===== config.mk =====
export PLATFORM = sky130hd
export DESIGN_NAME = bpc_cfg_regs
export DESIGN_NICKNAME = d
export VERILOG_FILES = /design/src/rtl/bpc_pkg.sv /design/src/rtl/bpc_cfg_regs.sv
export SDC_FILE = /design/constraint.sdc
export NUM_CORES = 1
export LEC_CHECK = 0
export ABC_AREA = 1
export BUFFER_PORTS_ARGS = -buffer_cell sky130_fd_sc_hd__buf_2
export CAP_MARGIN = 25
export CORE_AREA = 4 4 151 153
export CTS_CLUSTER_DIAMETER = 40
export DETAILED_ROUTE_END_ITERATION = 10
export DIE_AREA = 0 0 155 157
export GPL_TIMING_DRIVEN = 0
export PLACE_DENSITY = 0.73
export RECOVER_POWER = 50
export SYNTH_ARGS = -nofsm -noshare
export SYNTH_HDL_FRONTEND = slang
export SYNTH_SLANG_ARGS = --single-unit

===== constraint.sdc =====
create_clock -name clk -period 2.4 [get_ports clk]
set_clock_uncertainty 0.2 [all_clocks]
set_input_delay 0.36 -clock clk [delete_from_list [all_inputs] [get_ports clk]]
set_output_delay 0.36 -clock clk [all_outputs]
set_load 0.005 [all_outputs]

===== src/rtl/bpc_pkg.sv =====
// bpc_pkg: shared types, constants and helpers for the pressure compensation core
// no dependencies
`timescale 1ns / 1ps
`default_nettype none
package bpc_pkg;

    // configuration register indexes
    localparam logic [1:0] REG_TEMP_CAL    = 2'd0;
    localparam logic [1:0] REG_PRESS_CAL_A = 2'd1;
    localparam logic [1:0] REG_PRESS_CAL_B = 2'd2;
    localparam logic [1:0] REG_OSS_MODE    = 2'd3;

    localparam int CFG_IDX_W  = 8;
    localparam int CFG_DATA_W = 64;

    // formula constants
    localparam logic [31:0] B6_OFFSET  = 32'd4000;
    localparam logic [31:0] P_SQ_COEF  = 32'd3038;
    localparam logic [31:0] P_LIN_COEF = 32'hFFFF_E343;   // -7357
    localparam logic [31:0] P_BIAS     = 32'd3791;
    localparam logic [31:0] B4_BIAS    = 32'd32768;
    localparam logic [31:0] B7_SCALE   = 32'd50000;

    // 32-bit divider width
    localparam int DIV_W = 32;

    // calibration set handed to the datapath
    typedef struct packed {
        logic [31:0] ac1;
        logic [31:0] ac2;
        logic [31:0] ac3;
        logic [31:0] ac4;
        logic [31:0] ac5;
        logic [31:0] ac6;
        logic [31:0] mc;
        logic [31:0] md;
        logic [31:0] b1;
        logic [31:0] b2;
        logic [1:0]  oss;
    } cal_t;

    // sign extension of a 16-bit coefficient
    function automatic logic [31:0] sx16(input logic [15:0] v);
        sx16 = {{16{v[15]}}, v};
    endfunction

    // arithmetic shift right on a 32-bit pattern
    function automatic logic [31:0] asr(input logic [31:0] x, input int unsigned n);
        asr = 32'($signed(x) >>> n);
    endfunction

endpackage
`default_nettype wire


===== src/rtl/bpc_cfg_regs.sv =====
// bpc_cfg_regs: calibration and mode registers with unpacked coefficient view
// depends on bpc_pkg
`timescale 1ns / 1ps
`default_nettype none
module bpc_cfg_regs (
    input  wire logic                           clk,
    input  wire logic                           rst_n,
    input  wire logic                           wr_en,
    input  wire logic [bpc_pkg::CFG_IDX_W-1:0]  wr_index,
    input  wire logic [bpc_pkg::CFG_DATA_W-1:0] wr_data,
    output bpc_pkg::cal_t                       cal
);
    import bpc_pkg::*;

    logic [63:0] temp_cal_reg;
    logic [63:0] press_cal_a_reg;
    logic [31:0] press_cal_b_reg;
    logic [1:0]  oss_mode_reg;
    logic        idx_ok;

    assign idx_ok = (wr_index[CFG_IDX_W-1:2] == '0);

    // register writes, indexes beyond the list ignored
    always_ff @(posedge clk or negedge rst_n)
    begin
        if (!rst_n)
        begin
            temp_cal_reg    <= '0;
            press_cal_a_reg <= '0;
            press_cal_b_reg <= '0;
            oss_mode_reg    <= '0;
        end
        else if (wr_en && idx_ok)
        begin
            unique case (wr_index[1:0])
                REG_TEMP_CAL:    temp_cal_reg    <= wr_data;
                REG_PRESS_CAL_A: press_cal_a_reg <= wr_data;
                REG_PRESS_CAL_B: press_cal_b_reg <= wr_data[31:0];
                REG_OSS_MODE:    oss_mode_reg    <= wr_data[1:0];
                default:         ;
            endcase
        end
    end

    // coefficient view
    always_comb
    begin
        cal.ac5 = {16'd0, temp_cal_reg[63:48]};
        cal.ac6 = {16'd0, temp_cal_reg[47:32]};
        cal.mc  = sx16(temp_cal_reg[31:16]);
        cal.md  = sx16(temp_cal_reg[15:0]);
        cal.ac4 = {16'd0, press_cal_a_reg[63:48]};
        cal.ac3 = sx16(press_cal_a_reg[47:32]);
        cal.ac2 = sx16(press_cal_a_reg[31:16]);
        cal.ac1 = sx16(press_cal_a_reg[15:0]);
        cal.b2  = sx16(press_cal_b_reg[31:16]);
        cal.b1  = sx16(press_cal_b_reg[15:0]);
        cal.oss = oss_mode_reg;
    end
endmodule
`default_nettype wire


==> PnR_summary.wiki <==
{| class="wikitable"
! Metric !! Value
|-
| Clock input transition at the sequential cells of the worst setup and hold paths || around 0.060 ns
|-
| Routability congestion estimate from global placement || about 0.87
|-
| Combined global-route utilization of all metal layers || 20.1%
|-
| Die width || around 160 um
|-
| Smallest setup slack after layout || approximately 0.33 ns
|-
| Area fraction in and, or, nand and nor cells after synthesis || between 20 and 30%
|-
| Full die area || roughly 0.024 mm^2
|-
| Maximum root-to-sink buffer count || 2
|-
| Type of the worst setup path || in -> reg
|-
| I/O pin cnt || 397
|-
| Chip Height || 157 um
|-
| Family of cells with the greatest summed delay on the critical path || buffers and inverters
|-
| Wire length of the first global-routing pass || between 30000 and 40000 um
|-
| Post-synthesis register bit count || between 150 and 200
|-
| Largest incremental delay on the critical path || between 0.5 and 0.6 ns
|-
| Fraction of the mapped netlist area in compound gates || 0%
|-
| Maximum clock rate || around 480 MHz
|-
| Layout area overhead || 42.6%
|-
| Final critical-path share of the clock period || 86.2%
|-
| Slew at the pin with the worst max-slew slack || 1.00 ns
|-
| Combinational family with the most area after synthesis || simple AND/OR/NAND/NOR gates
|-
| Number of nets in the layout || 1430
|-
| Fraction of synthesized area in multiplexers || 0%
|-
| Total global routing overflow || 0
|-
| Average cell area after synthesis || 8.69 um^2
|-
| Total of hold buffers inserted after clock tree synthesis || 55
|-
| Drt total wl || ~25000 um
|-
| Run status || completed
|-
| Most instantiated cells after synthesis || sky130_fd_sc_hd__nand2_1, sky130_fd_sc_hd__buf_4, sky130_fd_sc_hd__nand3_1
|-
| Iteration count of the initial detailed-routing pass || 5
|-
| Clock latency on the worst-skew pair || 0.42 ns
|-
| Port Buffer Count || around 350
|-
| Area of the core || approximately 0.022 mm^2
|-
| Post-synthesis instance area || around 0.0077 mm^2
|-
| Total of endpoints with negative setup slack in the final report || 0
|-
| Buffers inserted by post-CTS timing repair || 0
|-
| Antenna-violating nets left || 0
|-
| Capturing element type of the critical path || flip-flop
|-
| Hold depth || 3
|-
| Sequential-to-total area share from yosys stat || between 50% and 60%
|-
| Instance count of the mapped netlist || ~890
|-
| Async set or reset register ratio after synthesis || between 90% and 100%
|-
| Adder-cell share of the synthesized area || 0%
|-
| Area after detailed placement || 0.00999 mm^2
|-
| Number of H-tree levels || 4
|-
| Number of antenna violations at the first check in global routing || 1
|-
| CTS root buffer || sky130_fd_sc_hd__clkbuf_16
|-
| Final number of hold-violating endpoints || 0
|-
| Library cell contributing the largest single delay on the critical path || sky130_fd_sc_hd__clkbuf_1
|-
| Via count || between 7000 and 8000
|-
| Worst voltage drop across the vdd grid || roughly 0.00045 V
|-
| # DRC || 0
|-
| Top cells by area in the synthesized netlist || sky130_fd_sc_hd__dfrtp_1, sky130_fd_sc_hd__buf_4, sky130_fd_sc_hd__nand2_1, sky130_fd_sc_hd__nand3_1, sky130_fd_sc_hd__buf_2
|-
| R2R depth || 2
|-
| Count of cell types in the netlist || 14
|-
| Utilization after layout || between 50% and 60%
|-
| P_leak || approximately 6.7 nW
|-
| WP depth || 8
|-
| CP Cell Sequence || buf_2, nor2_1, nand2_1, nor2_1, clkbuf_1, buf_4, nand3_1, nand2_1
|-
| Critical path arrival || between 2 and 2.5 ns
|-
| Cell with the most instances after synthesis || sky130_fd_sc_hd__nand2_1
|-
| Area share of the largest cell type after synthesis || between 50% and 60%
|-
| Post-synthesis share of cell area spent on xor and xnor gates || 0%
|-
| Standard-cell rows || 54
|-
| Total half-perimeter wirelength after legalization and detailed placement || between 15000 and 20000 um
|-
| Number of enable-type register cells in the synthesized netlist || 0
|-
| Worst-case setup slack after placement || between 0.4 and 0.5 ns
|-
| Synthesis warning total || 0
|-
| Number of slew-limit violations in the final report || 0
|-
| Resize count post-CTS || 0
|-
| Crit Path Max Fanout || 10
|-
| Starting density of the core || between 30% and 40%
|-
| Pin count of the biggest net entering global routing || 94
|-
| Max transition margin || between 30% and 40%
|-
| Vias in the first global route || 7086
|-
| Share of layout cells above drive strength 1 || a little over a third
|-
| Clock tree sinks || approximately 160
|-
| Shortest period the worst path allows || slightly above 2 ns
|-
| Critical path buffer and inverter count || 3
|-
| Required time at the endpoint of the critical path || between 2 and 3 ns
|-
| RSZ-0062 raised after global routing || no
|-
| Routed length per placed instance || roughly 15 um
|-
| Prevailing post-synth register cell || sky130_fd_sc_hd__dfrtp_1
|-
| Summed area of non-filler cells in the final layout || approximately 0.011 mm^2
|-
| Max_cap viols || 0
|-
| Classification of the worst-slack hold path || in -> reg
|-
| Initial DRC count || approximately 470
|-
| Clock buffer count from CTS || 17
|-
| Areal power density over the cells || 599 mW/mm^2
|-
| Via count normalized by instance count || around 4.5
|-
| Clock tree from TritonCTS || yes
|-
| Nature of the critical path startpoint || input port
|-
| Dominant cell type by area after synthesis || sky130_fd_sc_hd__dfrtp_1
|}
==> final timing paths <==
| kind | from | to | slack (ns) |
|---|---|---|---|
| max in group asynchronous | rst_n | press_cal_a_reg[3] | 0.53 |
| max reg2reg | press_cal_b_reg[31] | press_cal_b_reg[31] | 1.26 |
| min | wr_data[27] | temp_cal_reg[27] | 0.02 |
| max | wr_index[3] | temp_cal_reg[13] | 0.33 |
| min reg2reg | temp_cal_reg[24] | temp_cal_reg[24] | 0.27 |
| min in group asynchronous | rst_n | temp_cal_reg[36] | 0.47 |
==> worst min-delay path, delay by kind of cell <==
kind	cells	cell delay [ns]
buf+inv	1	0.12
simple gates	2	0.12
==> stage by stage <==
stage / hold WS (ns) / power, W / TNS (ns) / std cells
floorplan: -0.136 / 0.00337 / 0 / 932
global placement: 0.250 / 0.00380 / -286.09 / 1560
detailed placement: 0.159 / 0.00383 / 0 / 1561
CTS: 0.00180 / 0.00665 / 0 / 1647
global route: 0.000245 / 0.00685 / 0 / 1648
finish: 0.0174 / 0.00656 / 0 / 1648
==> metal layers <==
metal	GRT usage (%)	vias up	wire length [um]
li1	-	3534	-
met1	25.2	3434	10100
met2	33.9	312	12400
met3	4.29	60	1790
met4	8.24	0	827
met5	0	-	0
==> kinds of logic (layout without fill, tap and decap cells) <==
kind of cell           after synthesis  in the layout
buffers and inverters              218            653
flip-flops                         162            162
other                                1             49
AND/OR/NAND/NOR                    504            504
==> cells in the final DEF (no fill, tap or decap), types with 3 or more instances in the layout <==
cell	n
sky130_fd_sc_hd__nand2_1	329
sky130_fd_sc_hd__clkbuf_16	17
sky130_fd_sc_hd__clkinv_4	4
sky130_fd_sc_hd__inv_2	3
sky130_fd_sc_hd__nor2_1	5
sky130_fd_sc_hd__nand3_1	165
sky130_fd_sc_hd__dlygate4sd3_1	55
sky130_fd_sc_hd__clkbuf_1	118
sky130_fd_sc_hd__buf_4	169
sky130_fd_sc_hd__inv_1	6
sky130_fd_sc_hd__conb_1	48
sky130_fd_sc_hd__buf_2	267
sky130_fd_sc_hd__dfrtp_1	162
sky130_fd_sc_hd__clkinv_2	3
sky130_fd_sc_hd__nor2_2	3
==> cell type report <==
type / instances / area (um^2)
Sequential cell: 162 / 4050
Tap cell: 280 / 350
Fill cell: 2079 / 10600
Inverter: 9 / 33.8
Timing Repair Buffer: 404 / 2190
Antenna cell: 1 / 2.50
Clock buffer: 19 / 453
Multi-Input combinational cell: 552 / 2300
Clock inverter: 12 / 134
Buffer: 209 / 1450
==> where the power goes <==
group | internal (W) | switching [W] | total [W]
registers | 0.00286 | 0.0000994 | 0.00296
clock network | 0.00159 | 0.00116 | 0.00274
logic | 0.000443 | 0.000420 | 0.000863
total | 0.00489 | 0.00168 | 0.00656
Power figures use the tool's default switching activity.
