<file path="src/rtl/bpc_pkg.sv">
// bpc_pkg: shared types, constants and helpers for the pressure compensation core
// no dependencies
`timescale 1ns / 1ps
`default_nettype none
package bpc_pkg;

    // configuration register indexes
    localparam logic [1:0] REG_TEMP_CAL    = 2'd0;
    localparam logic [1:0] REG_PRESS_CAL_A = 2'd1;
    localparam logic [1:0] REG_PRESS_CAL_B = 2'd2;
    localparam logic [1:0] REG_OSS_MODE    = 2'd3;

    localparam int CFG_IDX_W  = 8;
    localparam int CFG_DATA_W = 64;

    // formula constants
    localparam logic [31:0] B6_OFFSET  = 32'd4000;
    localparam logic [31:0] P_SQ_COEF  = 32'd3038;
    localparam logic [31:0] P_LIN_COEF = 32'hFFFF_E343;   // -7357
    localparam logic [31:0] P_BIAS     = 32'd3791;
    localparam logic [31:0] B4_BIAS    = 32'd32768;
    localparam logic [31:0] B7_SCALE   = 32'd50000;

    // 32-bit divider width
    localparam int DIV_W = 32;

    // calibration set handed to the datapath
    typedef struct packed {
        logic [31:0] ac1;
        logic [31:0] ac2;
        logic [31:0] ac3;
        logic [31:0] ac4;
        logic [31:0] ac5;
        logic [31:0] ac6;
        logic [31:0] mc;
        logic [31:0] md;
        logic [31:0] b1;
        logic [31:0] b2;
        logic [1:0]  oss;
    } cal_t;

    // sign extension of a 16-bit coefficient
    function automatic logic [31:0] sx16(input logic [15:0] v);
        sx16 = {{16{v[15]}}, v};
    endfunction

    // arithmetic shift right on a 32-bit pattern
    function automatic logic [31:0] asr(input logic [31:0] x, input int unsigned n);
        asr = 32'($signed(x) >>> n);
    endfunction

endpackage
`default_nettype wire

</file>
<file path="src/rtl/bpc_div_stage.sv">
// bpc_div_stage: one restoring step of an unsigned 32-bit divider
// depends on bpc_pkg
`timescale 1ns / 1ps
`default_nettype none
module bpc_div_stage (
    input  wire logic [bpc_pkg::DIV_W-1:0] rem_in,
    input  wire logic [bpc_pkg::DIV_W-1:0] num_in,
    input  wire logic [bpc_pkg::DIV_W-1:0] den,
    output logic      [bpc_pkg::DIV_W-1:0] rem_out,
    output logic      [bpc_pkg::DIV_W-1:0] num_out
);
    import bpc_pkg::*;

    logic [DIV_W:0] trial;
    logic [DIV_W:0] shifted;

    // shift in next numerator bit and try a subtract
    always_comb
    begin
        shifted = {rem_in, num_in[DIV_W-1]};
        trial   = shifted - {1'b0, den};
        if (!trial[DIV_W])
        begin
            rem_out = trial[DIV_W-1:0];
            num_out = {num_in[DIV_W-2:0], 1'b1};
        end
        else
        begin
            rem_out = shifted[DIV_W-1:0];
            num_out = {num_in[DIV_W-2:0], 1'b0};
        end
    end
endmodule
`default_nettype wire

</file>
<file path="src/rtl/bpc_divider.sv">
// bpc_divider: pipelined unsigned 32/32 divider, one quotient bit per stage
// with a side payload carried alongside; depends on bpc_pkg, bpc_div_stage
`timescale 1ns / 1ps
`default_nettype none
module bpc_divider #(
    parameter int SIDE_W = 8
) (
    input  wire logic                      clk,
    input  wire logic                      rst_n,
    input  wire logic                      en,
    input  wire logic                      in_valid,
    input  wire logic [bpc_pkg::DIV_W-1:0] num,
    input  wire logic [bpc_pkg::DIV_W-1:0] den,
    input  wire logic [SIDE_W-1:0]         side_in,
    output logic                           out_valid,
    output logic      [bpc_pkg::DIV_W-1:0] quo,
    output logic      [SIDE_W-1:0]         side_out
);
    import bpc_pkg::*;

    logic [DIV_W-1:0]  rem_reg  [DIV_W+1];
    logic [DIV_W-1:0]  num_reg  [DIV_W+1];
    logic [DIV_W-1:0]  den_reg  [DIV_W+1];
    logic [SIDE_W-1:0] side_reg [DIV_W+1];
    logic              vld_reg  [DIV_W+1];

    // stage zero captures the operands
    always_ff @(posedge clk or negedge rst_n)
    begin
        if (!rst_n)
            vld_reg[0] <= 1'b0;
        else if (en)
            vld_reg[0] <= in_valid;
    end

    always_ff @(posedge clk)
    begin
        if (en)
        begin
            rem_reg[0]  <= '0;
            num_reg[0]  <= num;
            den_reg[0]  <= den;
            side_reg[0] <= side_in;
        end
    end

    // one quotient bit per stage
    for (genvar i = 0; i < DIV_W; i++)
    begin : g_step
        logic [DIV_W-1:0] rem_next;
        logic [DIV_W-1:0] num_next;

        bpc_div_stage u_stage (
            .rem_in  (rem_reg[i]),
            .num_in  (num_reg[i]),
            .den     (den_reg[i]),
            .rem_out (rem_next),
            .num_out (num_next)
        );

        always_ff @(posedge clk or negedge rst_n)
        begin
            if (!rst_n)
                vld_reg[i+1] <= 1'b0;
            else if (en)
                vld_reg[i+1] <= vld_reg[i];
        end

        always_ff @(posedge clk)
        begin
            if (en)
            begin
                rem_reg[i+1]  <= rem_next;
                num_reg[i+1]  <= num_next;
                den_reg[i+1]  <= den_reg[i];
                side_reg[i+1] <= side_reg[i];
            end
        end
    end

    assign out_valid = vld_reg[DIV_W];
    assign quo       = num_reg[DIV_W];
    assign side_out  = side_reg[DIV_W];
endmodule
`default_nettype wire

</file>
<file path="config.mk">
export PLATFORM = sky130hd
export DESIGN_NAME = bpc_divider
export DESIGN_NICKNAME = d
export VERILOG_FILES = /design/src/rtl/bpc_pkg.sv /design/src/rtl/bpc_div_stage.sv /design/src/rtl/bpc_divider.sv
export SDC_FILE = /design/constraint.sdc
export NUM_CORES = 2
export LEC_CHECK = 0
export BUFFER_PORTS_ARGS = -buffer_cell sky130_fd_sc_hd__buf_2
export CAP_MARGIN = 30
export CORE_MARGIN = 8
export CORE_UTILIZATION = 55
export DETAILED_ROUTE_END_ITERATION = 10
export PLACE_DENSITY = 0.69
export SLEW_MARGIN = 20
export SYNTH_ARGS = -nofsm -noshare
export SYNTH_HDL_FRONTEND = slang
export SYNTH_SLANG_ARGS = --single-unit
</file>
<file path="constraint.sdc">
create_clock -name clk -period 4.6 [get_ports clk]
set_input_delay 0.46 -clock clk [delete_from_list [all_inputs] [get_ports clk]]
set_output_delay 0.46 -clock clk [all_outputs]
set_load 0.02 [all_outputs]
</file>
==> impl_metrics.ini <==
[timing]
fin_crit_sh = 0.967
fmax_mhz = 225
maxSlewViolCount = 0
finClkSkew_ns = 0.0630
finalHoldViolCount = 0
slew-limit-headroom = 0.319
layout_min_cycle_time_ns = 4.45
rsz0062_at_grt = no
setup_viol = 0
worst_pin_slew_ns = 1.02
tns_ns = 0

[clocking]
cts_tree = yes
path_clk_slew_ns = 0.06
htree_levels = 5
cts_max_path_buffers = 4
clock-root-buffer = clkbuf_16
cts_buffers = 355
cts.sink_count = 3369
clock_latency_ns = 0.94

[floorplanning]
die_w_um = 565
start_util = 0.553
row_count = 201
num_io_pins = 117
dieArea_um2 = 319000
fp.coreArea_um2 = 300000
die_h_um = 565

[global_routing]
antenna_found_initial = 7
grt_use_total = 0.214
grt.overflow.total = 0
grt_pass1_vias = 99123
grt_pass1_wl_um = 548000
grt_max_degree = 180

[cells_and_area]
synthToLayoutAreaGrowth_pct = 11.3
largest_register_ffs = 1056
layout.nets = 13991
fill_cells = 22653
drive_gt1_frac = 0.126
fin_cells = 17148

[logic_synthesis]
ys_seq_area_frac = 0.610
ys_types = 90
synth-edff-count = 3336
syn-cell-area_um2 = 166000
ys_ff_latch = 3369
netlist_instances = 12508
synthArstFlopShare = 0.00980
ys.flop_type = edfxtp_1
avgSynthCellArea_um2 = 13.2
ys_warn_count = 0

[power]
ir_worst_vdd_mv = 0.413
p_leak_nw = 73.2
p_per_area_nw_per_um2 = 734

[min_path]
holdPathStages = 2
hold_end = vld_reg[32]
worstHoldStart = en
hp-class = in -> reg

[placement]
dpl.cell_count = 16419
dp_hpwl_um = 254000
io_buffers = 116
routabilityCongestion = 0.939

[routing]
wl_um = 350000
vias_per_cell = 5.78
drt_iter0_markers = 7163
wl_per_cell_um = 20.4
route.detailed.drc = 0
ant_nets = 0
dr.pass1.iters = 6
route.vias.total = 99163

[critical_path]
crit_type = reg -> reg
crit_path_start_kind = flip-flop
rr_worst_depth = 14
r2r-start = num_reg[3][31]
crit_path_start = num_reg[3][31]
crit_fanout = 21
cp-end-kind = flip-flop
cp.arrival_ns = 5.12
regToRegEndpoint = rem_reg[0][825]
rrSetupSlack_ns = 0.15
critical_path_required_ns = 5.27

[job]
cap_violations = 0

[run_status]
outcome = complete, no violations
## worst max-delay path by stage
stage	slack, ns	to	depth (start not counted)
final	0.15	rem_reg[0][825]	14
after global routing	0.02	rem_reg[0][826]	14
after CTS	0.17	rem_reg[0][603]	14
after detailed placement	0.23	rem_reg[0][589]	14
after global placement	0.16	rem_reg[0][578]	15
after floorplan	0.94	rem_reg[0][216]	13
## metal layers
layer  vias to the layer above  part of all wire  wire length (um)  GRT usage
li1                      47600                 -                 -          -
met1                     48250              0.42            146000      0.270
met2                      2516              0.50            176000      0.380
met3                       797             0.041             14200     0.0264
met4                         0             0.039             13600     0.0759
met5                         -                 0                 0          0
## critical path, cell delays in order, from the launching register on
cell and delay [ns]:
edfxtp_1 0.37, inv_1 0.08, ha_1 0.18, fa_1 0.22, nor2b_1 0.07, o31a_1 0.28, o31ai_1 0.48, nand4b_1 0.33
and3_1 0.28, nor4_1 0.49, o41ai_1 0.17, a21oi_1 0.36, xor2_4 0.17, buf_4 0.31, mux2_2 0.38
## cell families after synthesis
family | count (synthesis) | synth area share
DFF | 3369 | 0.610
other | 1 | 0.0000226
AOI/OAI and AO/OA | 2876 | 0.112
and+or+nand+nor | 1970 | 0.0583
xor gates and xnor gates | 827 | 0.0439
adders and majority gates | 1023 | 0.0786
buffers and inverters | 1524 | 0.0353
muxes | 918 | 0.0618
## power breakdown
part | switching (mW) | leakage [nW] | internal [mW] | total, mW
Combinational | 30.2 | 34.5 | 27.9 | 58.1
Sequential | 4.62 | 33.1 | 43.9 | 48.5
Clock | 12.0 | 5.65 | 16.6 | 28.7
## cells in the mapped netlist, drive strengths merged, types with 92 or more instances
cell / count / area (um2)
nand3: 185 / 926
xnor2: 579 / 5100
nand2b: 92 / 576
nor3: 117 / 586
clkbuf: 226 / 848
nor2b: 145 / 907
o21ai: 526 / 2630
o21a: 161 / 1210
a21oi: 858 / 4290
mux2: 837 / 9430
a31oi: 129 / 807
xor2: 248 / 2170
nand2: 478 / 1790
inv: 1229 / 4610
nand4: 135 / 845
edfxtp: 3336 / 100000
a21o: 509 / 3820
ha: 993 / 12400
nor2: 503 / 1890
## cell type report
cell class | count | area, um2 | area share
tap | 3958 | 4950 | 0.0269
antenna | 5 | 12.5 | 0.0000679
inverter | 1229 | 4610 | 0.0250
clock buffer | 428 | 9250 | 0.0502
sequential | 3369 | 101000 | 0.548
clock inverter | 222 | 2520 | 0.0137
timing repair buffer | 308 | 2840 | 0.0154
multi-input combinational | 7629 | 59100 | 0.321
## placed cells by master, fill, tap and decap left out, types with 38 or more instances in the layout
master | Yosys | final
edfxtp_1 | 3336 | 3336
inv_1 | 1229 | 1229
ha_1 | 993 | 993
a21oi_1 | 858 | 858
mux2_2 | 810 | 810
xnor2_1 | 576 | 562
o21ai_0 | 523 | 523
a21o_1 | 509 | 509
nor2_1 | 503 | 503
nand2_1 | 478 | 478
clkbuf_16 | 0 | 359
xor2_1 | 248 | 242
nand3_1 | 185 | 185
o21a_1 | 161 | 161
nor2b_1 | 145 | 145
nand4_1 | 135 | 135
a31oi_1 | 129 | 129
nor3_1 | 117 | 117
buf_2 | 52 | 115
nand2b_1 | 92 | 92
o21bai_1 | 85 | 85
mux2i_1 | 81 | 81
and3_1 | 80 | 80
dlygate4sd3_1 | 0 | 74
a211oi_1 | 72 | 72
buf_4 | 0 | 69
clkbuf_1 | 226 | 68
o31ai_1 | 66 | 65
clkinv_1 | 0 | 62
clkinv_2 | 0 | 56
and2_1 | 53 | 53
buf_12 | 0 | 50
o31a_1 | 48 | 48
o211ai_1 | 44 | 44
or3_1 | 44 | 44
a21boi_0 | 39 | 39
bufinv_16 | 0 | 38
## through the flow
stage / power, mW / hold slack (ns) / cell area (um2) / setup WS (ns) / util
2_1_floorplan: 91.3 / 0.164 / 166000 / 0.942 / -
3_3_place_gp: 105 / 0.400 / 172000 / 0.164 / 0.573
3_5_place_dp: 106 / 0.405 / 172000 / 0.228 / 0.573
4_1_cts: 136 / 0.0116 / 184000 / 0.166 / 0.615
5_1_grt: 144 / 0.0368 / 184000 / 0.0232 / 0.615
6_report: 135 / 0.0520 / 184000 / 0.150 / 0.615
## what timing repair did
action	4_1_cts	5_1_grt
hold buffers	74	0
hold endpoints to repair	106	0
gates resized for setup	0	1
endpoints found under the setup margin	0	30
setup buffers	0	0
(Power assumes the default switching activity.)
